==> src/design/bplpt_pkg.sv <==
// Shared types and constants for the button press and long-press tracker.
// Used by the lane, merge and top-level modules; no dependencies of its own.
`timescale 1ns / 1ps

package bplpt_pkg;

	// Field widths fixed by the item formats
	localparam int unsigned PIN_W   = 3;
	localparam int unsigned TIME_W  = 32;
	localparam int unsigned COUNT_W = 32;
	localparam int unsigned HOLD_W  = 16;
	localparam int unsigned MODE_W  = 2;
	localparam int unsigned ID_W    = 2;

	// Button modes
	localparam logic [MODE_W-1:0] MODE_RELEASED = 2'd0;
	localparam logic [MODE_W-1:0] MODE_PRESSED  = 2'd1;
	localparam logic [MODE_W-1:0] MODE_LONG     = 2'd2;

	// Item kinds
	localparam logic KIND_POLL = 1'b0;
	localparam logic KIND_READ = 1'b1;

	// Hold time after reset, in ms
	localparam logic [HOLD_W-1:0] HOLD_RESET = 16'd1000;

	// What one lane shows to the merge stage
	typedef struct packed {
		logic [MODE_W-1:0]  mode;
		logic               pend;
		logic [COUNT_W-1:0] count;
	} lane_status_t;

	// Per-lane update strobes from the merge stage
	typedef struct packed {
		logic poll;
		logic clear;
	} lane_ctrl_t;

	// One result beat
	typedef struct packed {
		logic [MODE_W-1:0]  button_state;
		logic               event_res;
		logic [COUNT_W-1:0] press_total;
		logic               any_pressed;
	} result_t;

endpackage

==> src/design/bplpt_lane.sv <==
// One button lane: edge detection, press counting, event flag and long-press timing.
// Depends on bplpt_pkg for widths, mode codes and the lane structs.
`timescale 1ns / 1ps

module bplpt_lane (
	input  logic                              clk,
	input  logic                              arst_n,
	input  bplpt_pkg::lane_ctrl_t             ctrl,
	input  logic                              level,
	input  logic [bplpt_pkg::TIME_W-1:0]      now_ms,
	input  logic [bplpt_pkg::HOLD_W-1:0]      long_press_ms,
	output bplpt_pkg::lane_status_t           status,
	output logic                              active_nx
);

	logic [bplpt_pkg::MODE_W-1:0]  mode_q;
	logic [bplpt_pkg::TIME_W-1:0]  start_q;
	logic [bplpt_pkg::COUNT_W-1:0] count_q;
	logic                          pend_q;
	logic                          prev_q;

	logic                          fall;
	logic [bplpt_pkg::MODE_W-1:0]  mode_edge;
	logic [bplpt_pkg::TIME_W-1:0]  start_edge;
	logic [bplpt_pkg::TIME_W-1:0]  elapsed;
	logic                          held_long;
	logic [bplpt_pkg::MODE_W-1:0]  mode_nx;

	// Falling edge takes the press time and enters pressed
	assign fall       = !level && prev_q;
	assign mode_edge  = fall ? bplpt_pkg::MODE_PRESSED : mode_q;
	assign start_edge = fall ? now_ms : start_q;

	// Wrapping hold time against the configured threshold
	assign elapsed   = now_ms - start_edge;
	assign held_long = (mode_edge == bplpt_pkg::MODE_PRESSED) &&
		(elapsed >= {{(bplpt_pkg::TIME_W-bplpt_pkg::HOLD_W){1'b0}}, long_press_ms});

	// A high level always releases
	always_comb begin
		if (level) begin
			mode_nx = bplpt_pkg::MODE_RELEASED;
		end else if (held_long) begin
			mode_nx = bplpt_pkg::MODE_LONG;
		end else begin
			mode_nx = mode_edge;
		end
	end

	// Advance the lane on a poll beat, drop the flag on a read of this lane
	always_ff @(posedge clk or negedge arst_n) begin
		if (!arst_n) begin
			mode_q  <= bplpt_pkg::MODE_RELEASED;
			start_q <= '0;
			count_q <= '0;
			pend_q  <= 1'b0;
			prev_q  <= 1'b1;
		end else if (ctrl.poll) begin
			mode_q  <= mode_nx;
			start_q <= start_edge;
			prev_q  <= level;
			if (fall) begin
				count_q <= count_q + 1'b1;
				pend_q  <= 1'b1;
			end
		end else if (ctrl.clear) begin
			pend_q <= 1'b0;
		end
	end

	assign status.mode  = mode_q;
	assign status.pend  = pend_q;
	assign status.count = count_q;

	// Mode after this beat, for the any-pressed flag
	assign active_nx = ctrl.poll ? (mode_nx != bplpt_pkg::MODE_RELEASED)
		: (mode_q != bplpt_pkg::MODE_RELEASED);

endmodule

==> src/design/bplpt_merge.sv <==
// Merge stage: decodes the beat into per-lane strobes and combines lane results.
// Depends on bplpt_pkg for the lane structs, kind codes and the result struct.
`timescale 1ns / 1ps

module bplpt_merge #(
	parameter int unsigned NUM_BUTTONS = 3
) (
	input  logic                            accept,
	input  logic                            kind,
	input  logic [bplpt_pkg::ID_W-1:0]      button_id,
	input  bplpt_pkg::lane_status_t         status [NUM_BUTTONS],
	input  logic [NUM_BUTTONS-1:0]          active_nx,
	output bplpt_pkg::lane_ctrl_t           ctrl [NUM_BUTTONS],
	output bplpt_pkg::result_t              result
);

	logic [NUM_BUTTONS-1:0] hit;

	// Select the lane a read names; id 0 and ids past the last lane match none
	always_comb begin
		for (int b = 0; b < NUM_BUTTONS; b++) begin
			hit[b] = (kind == bplpt_pkg::KIND_READ) && ((b + 1) == int'(button_id));
			ctrl[b].poll  = accept && (kind == bplpt_pkg::KIND_POLL);
			ctrl[b].clear = accept && hit[b];
		end
	end

	// OR the selected lane into the result; polls report zeros in the lane fields
	always_comb begin
		result = '0;
		for (int b = 0; b < NUM_BUTTONS; b++) begin
			if (hit[b]) begin
				result.button_state = result.button_state | status[b].mode;
				result.event_res    = result.event_res    | status[b].pend;
				result.press_total  = result.press_total  | status[b].count;
			end
		end
		result.any_pressed = |active_nx;
	end

endmodule

==> src/design/button_press_long_press_tracker.sv <==
// Tracks NUM_BUTTONS active-low buttons, one lane per button, all updated in the
// same cycle by a poll beat. Each accepted beat, poll or read, gives one result
// beat from an output register in the next cycle, so a new beat is taken every
// clock while the result side does not stall; the request side stalls only when
// the output register is full and stalled. A read of button 1 to 3 returns that
// button's mode, press count and event flag and clears the flag; id 0 or an id
// beyond the last button returns zeros. any_pressed reflects the state after the
// beat. long_press_ms resets to 1000; the user writes it via wr_en/wr_data only
// while idle, not enforced. Buttons beyond the 3-bit pin field read as pressed.
`timescale 1ns / 1ps

module button_press_long_press_tracker #(
	parameter int unsigned NUM_BUTTONS = 3
) (
	input  logic                                 clk,
	input  logic                                 arst_n,
	// configuration
	input  logic                                 wr_en,
	input  logic [bplpt_pkg::HOLD_W-1:0]         wr_data,
	// request channel
	input  logic                                 req_valid,
	output logic                                 req_stall,
	input  logic                                 kind,
	input  logic [bplpt_pkg::PIN_W-1:0]          pin_levels,
	input  logic [bplpt_pkg::TIME_W-1:0]         now_ms,
	input  logic [bplpt_pkg::ID_W-1:0]           button_id,
	// result channel
	output logic                                 res_valid,
	input  logic                                 res_stall,
	output logic [bplpt_pkg::MODE_W-1:0]         button_state,
	output logic                                 event_res,
	output logic [bplpt_pkg::COUNT_W-1:0]        press_total,
	output logic                                 any_pressed
);

	logic [bplpt_pkg::HOLD_W-1:0] hold_q;
	logic                         res_valid_q;
	bplpt_pkg::result_t           res_q;
	logic                         accept;

	bplpt_pkg::lane_ctrl_t        ctrl   [NUM_BUTTONS];
	bplpt_pkg::lane_status_t      status [NUM_BUTTONS];
	logic [NUM_BUTTONS-1:0]       active_nx;
	logic [NUM_BUTTONS-1:0]       level;
	bplpt_pkg::result_t           result;

	// Hold time register
	always_ff @(posedge clk or negedge arst_n) begin
		if (!arst_n) begin
			hold_q <= bplpt_pkg::HOLD_RESET;
		end else if (wr_en) begin
			hold_q <= wr_data;
		end
	end

	// Take a beat whenever the output register is free or being emptied
	assign req_stall = res_valid_q && res_stall;
	assign accept    = req_valid && !req_stall;

	// One lane per button
	for (genvar b = 0; b < NUM_BUTTONS; b++) begin : g_lane
		if (b < bplpt_pkg::PIN_W) begin : g_pin
			assign level[b] = pin_levels[b];
		end else begin : g_nopin
			assign level[b] = 1'b0;
		end

		bplpt_lane u_lane (
			.clk           (clk),
			.arst_n        (arst_n),
			.ctrl          (ctrl[b]),
			.level         (level[b]),
			.now_ms        (now_ms),
			.long_press_ms (hold_q),
			.status        (status[b]),
			.active_nx     (active_nx[b])
		);
	end

	bplpt_merge #(
		.NUM_BUTTONS (NUM_BUTTONS)
	) u_merge (
		.accept    (accept),
		.kind      (kind),
		.button_id (button_id),
		.status    (status),
		.active_nx (active_nx),
		.ctrl      (ctrl),
		.result    (result)
	);

	// Output register: load on accept, drop once taken
	always_ff @(posedge clk or negedge arst_n) begin
		if (!arst_n) begin
			res_valid_q <= 1'b0;
		end else if (accept) begin
			res_valid_q <= 1'b1;
		end else if (!res_stall) begin
			res_valid_q <= 1'b0;
		end
	end

	always_ff @(posedge clk) begin
		if (accept) begin
			res_q <= result;
		end
	end

	assign res_valid    = res_valid_q;
	assign button_state = res_q.button_state;
	assign event_res    = res_q.event_res;
	assign press_total  = res_q.press_total;
	assign any_pressed  = res_q.any_pressed;

endmodule

==> config.mk <==
export PLATFORM = sky130hd
export DESIGN_NAME = button_press_long_press_tracker
export DESIGN_NICKNAME = d
export VERILOG_FILES = /design/src/design/bplpt_pkg.sv /design/src/design/bplpt_lane.sv /design/src/design/bplpt_merge.sv /design/src/design/button_press_long_press_tracker.sv
export SDC_FILE = /design/constraint.sdc
export NUM_CORES = 1
export LEC_CHECK = 0
export ABC_AREA = 1
export BUFFER_PORTS_ARGS = -buffer_cell sky130_fd_sc_hd__buf_4
export CAP_MARGIN = 40
export CELL_PAD_IN_SITES_DETAIL_PLACEMENT = 1
export CELL_PAD_IN_SITES_GLOBAL_PLACEMENT = 1
export CORE_MARGIN = 2
export CORE_UTILIZATION = 42
export CTS_CLUSTER_SIZE = 40
export DETAILED_ROUTE_END_ITERATION = 8
export GPL_TIMING_DRIVEN = 0
export PLACE_DENSITY_LB_ADDON = 0.1
export SLEW_MARGIN = 25
export SYNTH_ARGS = -nofsm -noshare
export SYNTH_HDL_FRONTEND = slang
export SYNTH_SLANG_ARGS = --single-unit
export TNS_END_PERCENT = 10
==> constraint.sdc <==
create_clock -name clk -period 4.04 [get_ports clk]
set_input_delay 0.606 -clock clk [delete_from_list [all_inputs] [get_ports clk]]
set_output_delay 0.606 -clock clk [all_outputs]
set_load 0.01 [all_outputs]
Yosys cells after proc, flatten, opt, wreduce, memory -nomap -nowiden
Cells that the tools add are included.
- add/subtract/negate cells: 6
- magnitude comparators: 3
- equal/unequal tests: 10
- mux-type cells: 29
- bitwise operators: 7
- reductions and logical operators: 35
- operators with widths (operator ; number):
    35-bit two-way mux ; 3
    32-bit by 1-bit adder with 32-bit output (second input constant) ; 3
    32-bit by 16-bit greater-or-equal comparator with 1-bit output ; 3
    32-bit two-way mux ; 3
    32-bit subtractor ; 3
    32-bit bitwise OR ; 2
    2-bit two-way mux ; 9
    2-bit nonzero test ; 9
    1-bit logical AND ; 15
    1-bit two-way mux ; 14
    2-bit AND reduction ; 6
    2-bit by 1-bit equality test with 1-bit output (second input constant) ; 3
    2-bit by 1-bit inequality test with 1-bit output (second input constant) ; 3
    2-bit equality test (first input constant) ; 2
    1-bit logical NOT ; 4
    2-bit bitwise OR ; 2
    3-bit OR reduction ; 1
    1-bit by 2-bit equality test with 1-bit output (first input constant) ; 1
    2-bit inequality test (second input constant) ; 1
    1-bit bitwise OR ; 2
    1-bit inverter ; 1
- register bits: 257
- output and inout port bits: 38
- logic and storage cells: 111

Logic depth before layout (Yosys ltp)
- depth after elaboration: 11
- gate-level depth with buffers: 34
- mapped depth without buffers: 31

By module
From an unflattened synthesis, not the netlist that was laid out.
- cells, all modules: 3167
- area, all modules: 21336.7 um^2
- modules (own cells, without submodules) (module ; instances ; cells each ; area each (um^2) ; sequential area each (um^2)):
    bplpt_lane (g_lane[1].u_lane ...) ; 2 ; 956 ; 6162.2 ; 1702.9
    bplpt_lane (g_lane[0].u_lane) ; 1 ; 958 ; 6079.6 ; 1702.9
    button_press_long_press_tracker ; 1 ; 110 ; 1778.0 ; 1514.0
    bplpt_merge ; 1 ; 187 ; 1154.9 ; 0.0

Least setup slack after synthesis
Ideal clock, no wire load.
- kind: in2reg
- from: input port pin_levels[2] (netlist name)
- to: register g_lane[2].u_lane.mode_q[1] (netlist name)
- library setup time: 0.117 ns
- arrival time: 4.100 ns
- required time: 3.923 ns
- path slack: -0.176 ns
- stages: 31
- buffers on the path: 2
- cells stage by stage: inv_1 > nand2_2 > buf_2 > buf_1 > nand2_1 > o21ai_0 > ha_1 > inv_1 > fa_1 > nand4_1 > nand2_1 > nand2_1 > nand2_1 > nand2_1 > nand2_1 > xor2_1 > ha_1 > nand2_1 > a21oi_1 > a211oi_1 > nand2_1 > nand2_1 > nand2_1 > nor2_1 > nand3_1 > nor2_1 > nand3_1 > o21bai_1 > nand2_1 > nand2_1 > nand2_1
- word-level cells in the longest chain between the ends: 8
- elaborated cells on any way between the ends: 10
- those cells by class: add/sub (1); order compare (1); eq/ne (1); mux (4); reduce/logical (3)
- ends and longest elaborated chain (element ; line ; text):
    start, declared ; button_press_long_press_tracker.sv:24 ; input logic [bplpt_pkg::PIN_W-1:0] pin_levels,
    1-bit logical NOT ; bplpt_lane.sv:30 ; assign fall = !level && prev_q;
    1-bit logical AND ; bplpt_lane.sv:30 ;
    32-bit two-way mux ; bplpt_lane.sv:32 ; assign start_edge = fall ? now_ms : start_q;
    named net g_lane[2].u_lane.start_edge, one bit ; bplpt_lane.sv:24 ; logic [bplpt_pkg::TIME_W-1:0] start_edge;
    32-bit subtractor ; bplpt_lane.sv:35 ; assign elapsed = now_ms - start_edge;
    32-bit by 16-bit greater-or-equal comparator with 1-bit output ; bplpt_lane.sv:37 ; (elapsed >= {{(bplpt_pkg::TIME_W-bplpt_pkg::HOLD_W){1'b0}}, long_press_ms});
    1-bit logical AND ; bplpt_lane.sv:36 ; assign held_long = (mode_edge == bplpt_pkg::MODE_PRESSED) &&
    2-bit two-way mux ; bplpt_lane.sv:43 ; end else if (held_long) begin
    2-bit two-way mux ; bplpt_lane.sv:41 ; if (level) begin
    end signal, assigned ; bplpt_lane.sv:53 ; mode_q <= bplpt_pkg::MODE_RELEASED;
    end signal, assigned ; bplpt_lane.sv:59 ; mode_q <= mode_nx;
    end, declared ; bplpt_lane.sv:16 ; logic [bplpt_pkg::MODE_W-1:0] mode_q;
The timed path passes the listed nets, and every way through them passes these cells.
A chain may end at the register's enable or synchronous reset.

Worst setup path after layout
- from: register g_lane[2].u_lane.prev_q
- to: register g_lane[2].u_lane.mode_q[1] (netlist name)
- word-level cells in the longest chain between the ends: 7
- elaborated cells on any way between the ends: 9
- those cells by class: add/sub (1); order compare (1); eq/ne (1); mux (4); reduce/logical (2)
- ends and longest elaborated chain (element ; line ; text):
    start, declared ; bplpt_lane.sv:20 ; logic prev_q;
    start signal, assigned ; bplpt_lane.sv:61 ; prev_q <= level;
    1-bit logical AND ; bplpt_lane.sv:30 ;
    32-bit two-way mux ; bplpt_lane.sv:32 ;
    named net g_lane[2].u_lane.start_edge, one bit ; bplpt_lane.sv:24 ;
    32-bit subtractor ; bplpt_lane.sv:35 ;
    32-bit by 16-bit greater-or-equal comparator with 1-bit output ; bplpt_lane.sv:37 ;
    1-bit logical AND ; bplpt_lane.sv:36 ;
    2-bit two-way mux ; bplpt_lane.sv:43 ;
    2-bit two-way mux ; bplpt_lane.sv:41 ;
The timed path passes the listed nets, and every way through them passes these cells.

==> impl_metrics.env <==
export IMPL_synthTopCellsByCount="806 x nand2_1, 364 x inv_1, 215 x nor2_1"
export IMPL_final_max_slew_viol_count=0
export IMPL_ff_latch_area_um2=6620
export IMPL_io_pin_count=97
export IMPL_power_mw=12.6
export IMPL_core_area_um2=46600
export IMPL_grt_pass1_wl_um=117000
export IMPL_p_comb_share_pct=48.5
export IMPL_tritoncts="yes"
export IMPL_ys_warnings_count=0
export IMPL_numPortBuffers=96
export IMPL_layout_setup_ws_ns=-0.203
export IMPL_vdd_drop_max_v=0.000322
export IMPL_timing_hold_ws_ns=-0.0183
export IMPL_dp_cells=3474
export IMPL_worst_path_max_delay_cell="dfstp_2"
export IMPL_status="finished, violations left"
export IMPL_post_route_min_period_ns=4.24
export IMPL_ys_ff_latch=257
export IMPL_wl_per_cell_um=21.1
export IMPL_critPathKind="flop to flop"
export IMPL_grt_usage_pct=30.6
export IMPL_synth_edf_count=36
export IMPL_post_route_period_util_pct=105
export IMPL_max_freq_mhz=236
export IMPL_area_delta_synth_final_pct=18.8
export IMPL_die_x_um=221
export IMPL_final_util_pct=50.6
export IMPL_synthDistinctLibCells=56
export IMPL_ys_async_sr_fraction_pct=86.0
export IMPL_yosysTopAreaCell="dfrtp_1"
export IMPL_antenna_found_initial=0
export IMPL_hpwl_um=60400
export IMPL_powerDensity_nw_per_um2=534
export IMPL_hold_path_class="input port to asynchronous set/reset pin"
export IMPL_fin_skew_ns=0.00906
export IMPL_place_area_um2=21400
export IMPL_intPower_mw=7.10
export IMPL_nNetsFinal=3126
export IMPL_syn_cell_area_um2=19800
export IMPL_p_sw_share_pct=43.6
export IMPL_hold_violations=7
export IMPL_cpMostUsedCell="nand2_1"
export IMPL_clkSlewWorstSetupHoldPaths_ns=0.06
export IMPL_vias=19617
export IMPL_fin_cells=3578
export IMPL_die_y_um=221
export IMPL_first_pass_iters=4
export IMPL_worstSetupEndpointType="flop"
export IMPL_grt_max_degree=86
export IMPL_worst_slew_pin_slew_ns=0.827
export IMPL_failed_checks="negative hold slack, negative setup slack"
export IMPL_multi_input_area_um2=12000
export IMPL_rsz0062_at_grt="yes"
export IMPL_initial_utilization_pct=42.6
export IMPL_ys_flop_type="dfrtp_1"
export IMPL_synthMostInstantiatedCell="nand2_1"
export IMPL_setup_violations=6
export IMPL_worstPathArrival_ns=4.68
export IMPL_pwr_share_clk_pct=24.9
export IMPL_clkLatencyLatePin_ns=0.55
export IMPL_max_stage_delay_ns=0.59
export IMPL_grt_pass1_vias=21333
export IMPL_power_leakage_nw=11.9
export IMPL_cts_buffers_inserted=34
export IMPL_start_kind="flop"
export IMPL_globalRouteOverflowTotal=0
export IMPL_synth_yosys_seq_area_share_pct=33.4
export IMPL_drtIter0Drc=750
export IMPL_syn_nets=2950
export IMPL_numClockSinks=257
export IMPL_syn_area_per_cell_um2=7.17
export IMPL_row_count=79
export IMPL_wirelength_um=75400
export IMPL_drtAntennaViolNets=0
export IMPL_seq_power_share_pct=26.5
export IMPL_fill_cells=5903
export IMPL_htreeDepth=2
export IMPL_r2r_setup_slack_ns=-0.20
export IMPL_drc_errors=0
export IMPL_cts_root_buf="clkbuf_16"
export IMPL_cap_violations=0
export IMPL_syn_inst=2768
export IMPL_fin_area_um2=23600
export IMPL_synth_top_area_share_pct=26.7
export IMPL_maxSlewHeadroom_pct=44.6
export IMPL_dieArea_um2=49000
export IMPL_cts_hold_buf=0
export IMPL_gp_congestion=0.938
export IMPL_required_ns=4.48
export IMPL_synth_area_leaders="dfrtp_1 27%, nand2_1 15%, ha_1 7.7%"
export IMPL_cts_path_max_buffers=3
export IMPL_power_switching_mw=5.48
export IMPL_via_per_inst=5.48
export IMPL_drive_gt1_share_pct=13.8
export IMPL_path_max_fanout=5
-- sequential cells by signal (all words and copies together) (netlist names) --
signal	flops
g_lane.u_lane.count_q	96
g_lane.u_lane.start_q	96
press_total	32
hold_q	16
g_lane.u_lane.mode_q	6
g_lane.u_lane.pend_q	3
g_lane.u_lane.prev_q	3
button_state	2
any_pressed	1
event_res	1
res_valid	1
-- per-layer routing --
| metal | vias to the layer above | GRT usage (%) | part of all wire (%) | wire, µm |
|---|---|---|---|---|
| met1 | 9656 | 34.5 | 40 | 30300 |
| met5 | - | 0 | 0 | 0 |
| met4 | 0 | 14.1 | 4.9 | 3710 |
| met2 | 394 | 57.2 | 52 | 38900 |
| li1 | 9403 | - | - | - |
| met3 | 164 | 3.66 | 3.3 | 2520 |
-- cell families (layout without fill, tap and decap cells) --
kind of cell / Yosys count / in the layout / synth area share [%]
and+or+nand+nor: 1325 / 1325 / 29.1
buffers and inverters: 442 / 644 / 8.60
AOI/OAI and AO/OA: 430 / 430 / 12.4
DFF: 257 / 257 / 33.4
xor gates and xnor gates: 133 / 133 / 5.87
adders and majority gates: 123 / 123 / 7.79
muxes: 58 / 58 / 2.93
other: 0 / 1 / 0
-- power groups by stage --
stage / logic [mW] / registers [mW] / clock network [mW]
2_1_floorplan: 3.76 / 3.30 / 0
3_3_place_gp: 5.26 / 3.33 / 0
3_5_place_dp: 5.51 / 3.36 / 0
4_1_cts: 5.87 / 3.32 / 3.20
5_1_grt: 6.78 / 3.38 / 3.29
6_report: 6.11 / 3.34 / 3.14
-- stage by stage --
stage	setup WS, ns	setup TNS (ns)
after floorplan	0.0145	0
after global placement	-2.39	-11.28
after detailed placement	-1.95	-10.80
after CTS	-0.255	-1.28
after global routing	-0.407	-2.08
final	-0.203	-0.804
-- layout by cell type (no fill, tap or decap), types with 17 or more instances in the layout --
cell	Yosys	routed
nand2_2	7	36
nand2_1	806	773
o21ai_0	189	182
nor2_2	13	17
a21oi_1	115	108
edfxtp_1	36	36
dfrtp_1	212	212
clkbuf_16	0	36
ha_1	122	110
nand4_1	39	39
inv_1	364	357
inv_2	24	30
mux2i_1	57	51
buf_4	0	133
xor2_1	113	106
nand3_1	125	122
nor2_1	215	208
o211ai_1	32	32
xnor2_1	20	19
nor3_1	49	45
clkbuf_1	37	37
-- worst max-delay path: cells and delay by family (launching register included) --
kind            cells  cell delay (ns)
fa+ha+maj           2             0.48
simple gates       17             1.71
xor+xnor            1             0.20
buf+inv             3             0.35
compound gates      6             0.79
flops               1             0.59
-- cell type report --
| cell class | instances | area share (%) |
|---|---|---|
| flip-flops and latches | 257 | 28.1 |
| repair buffers | 140 | 4.85 |
| clock buffers | 46 | 4.27 |
| clock inverters | 16 | 0.658 |
| plain buffers | 51 | 1.52 |
| inverters | 391 | 6.27 |
| diodes | 1 | 0.0106 |
| well taps | 607 | 3.22 |
| multi-input cells | 2069 | 51.1 |
-- worst paths after layout --
check / start / to / cells past startpoint
setup / recovery: g_lane[2].u_lane.prev_q / g_lane[2].u_lane.mode_q[1] / 29
hold / removal: arst_n / g_lane[2].u_lane.start_q[0] / 1
setup reg to reg: g_lane[2].u_lane.prev_q / g_lane[2].u_lane.mode_q[1] / 29
min in group clk: wr_data[9] / hold_q[9] / 3
max in group asynchronous: arst_n / g_lane[2].u_lane.start_q[23] / 2
hold reg to reg: g_lane[2].u_lane.count_q[31] / g_lane[2].u_lane.count_q[31] / 1
-- what timing repair did --
| action | CTS | global route |
|---|---|---|
| hold endpoints to repair | 0 | 0 |
| endpoints found under the setup margin | 6 | 6 |
| resized for setup | 103 | 57 |
| setup buffers | 35 | 4 |
| pin swaps | 50 | 33 |
Power figures use the tool's default switching activity.
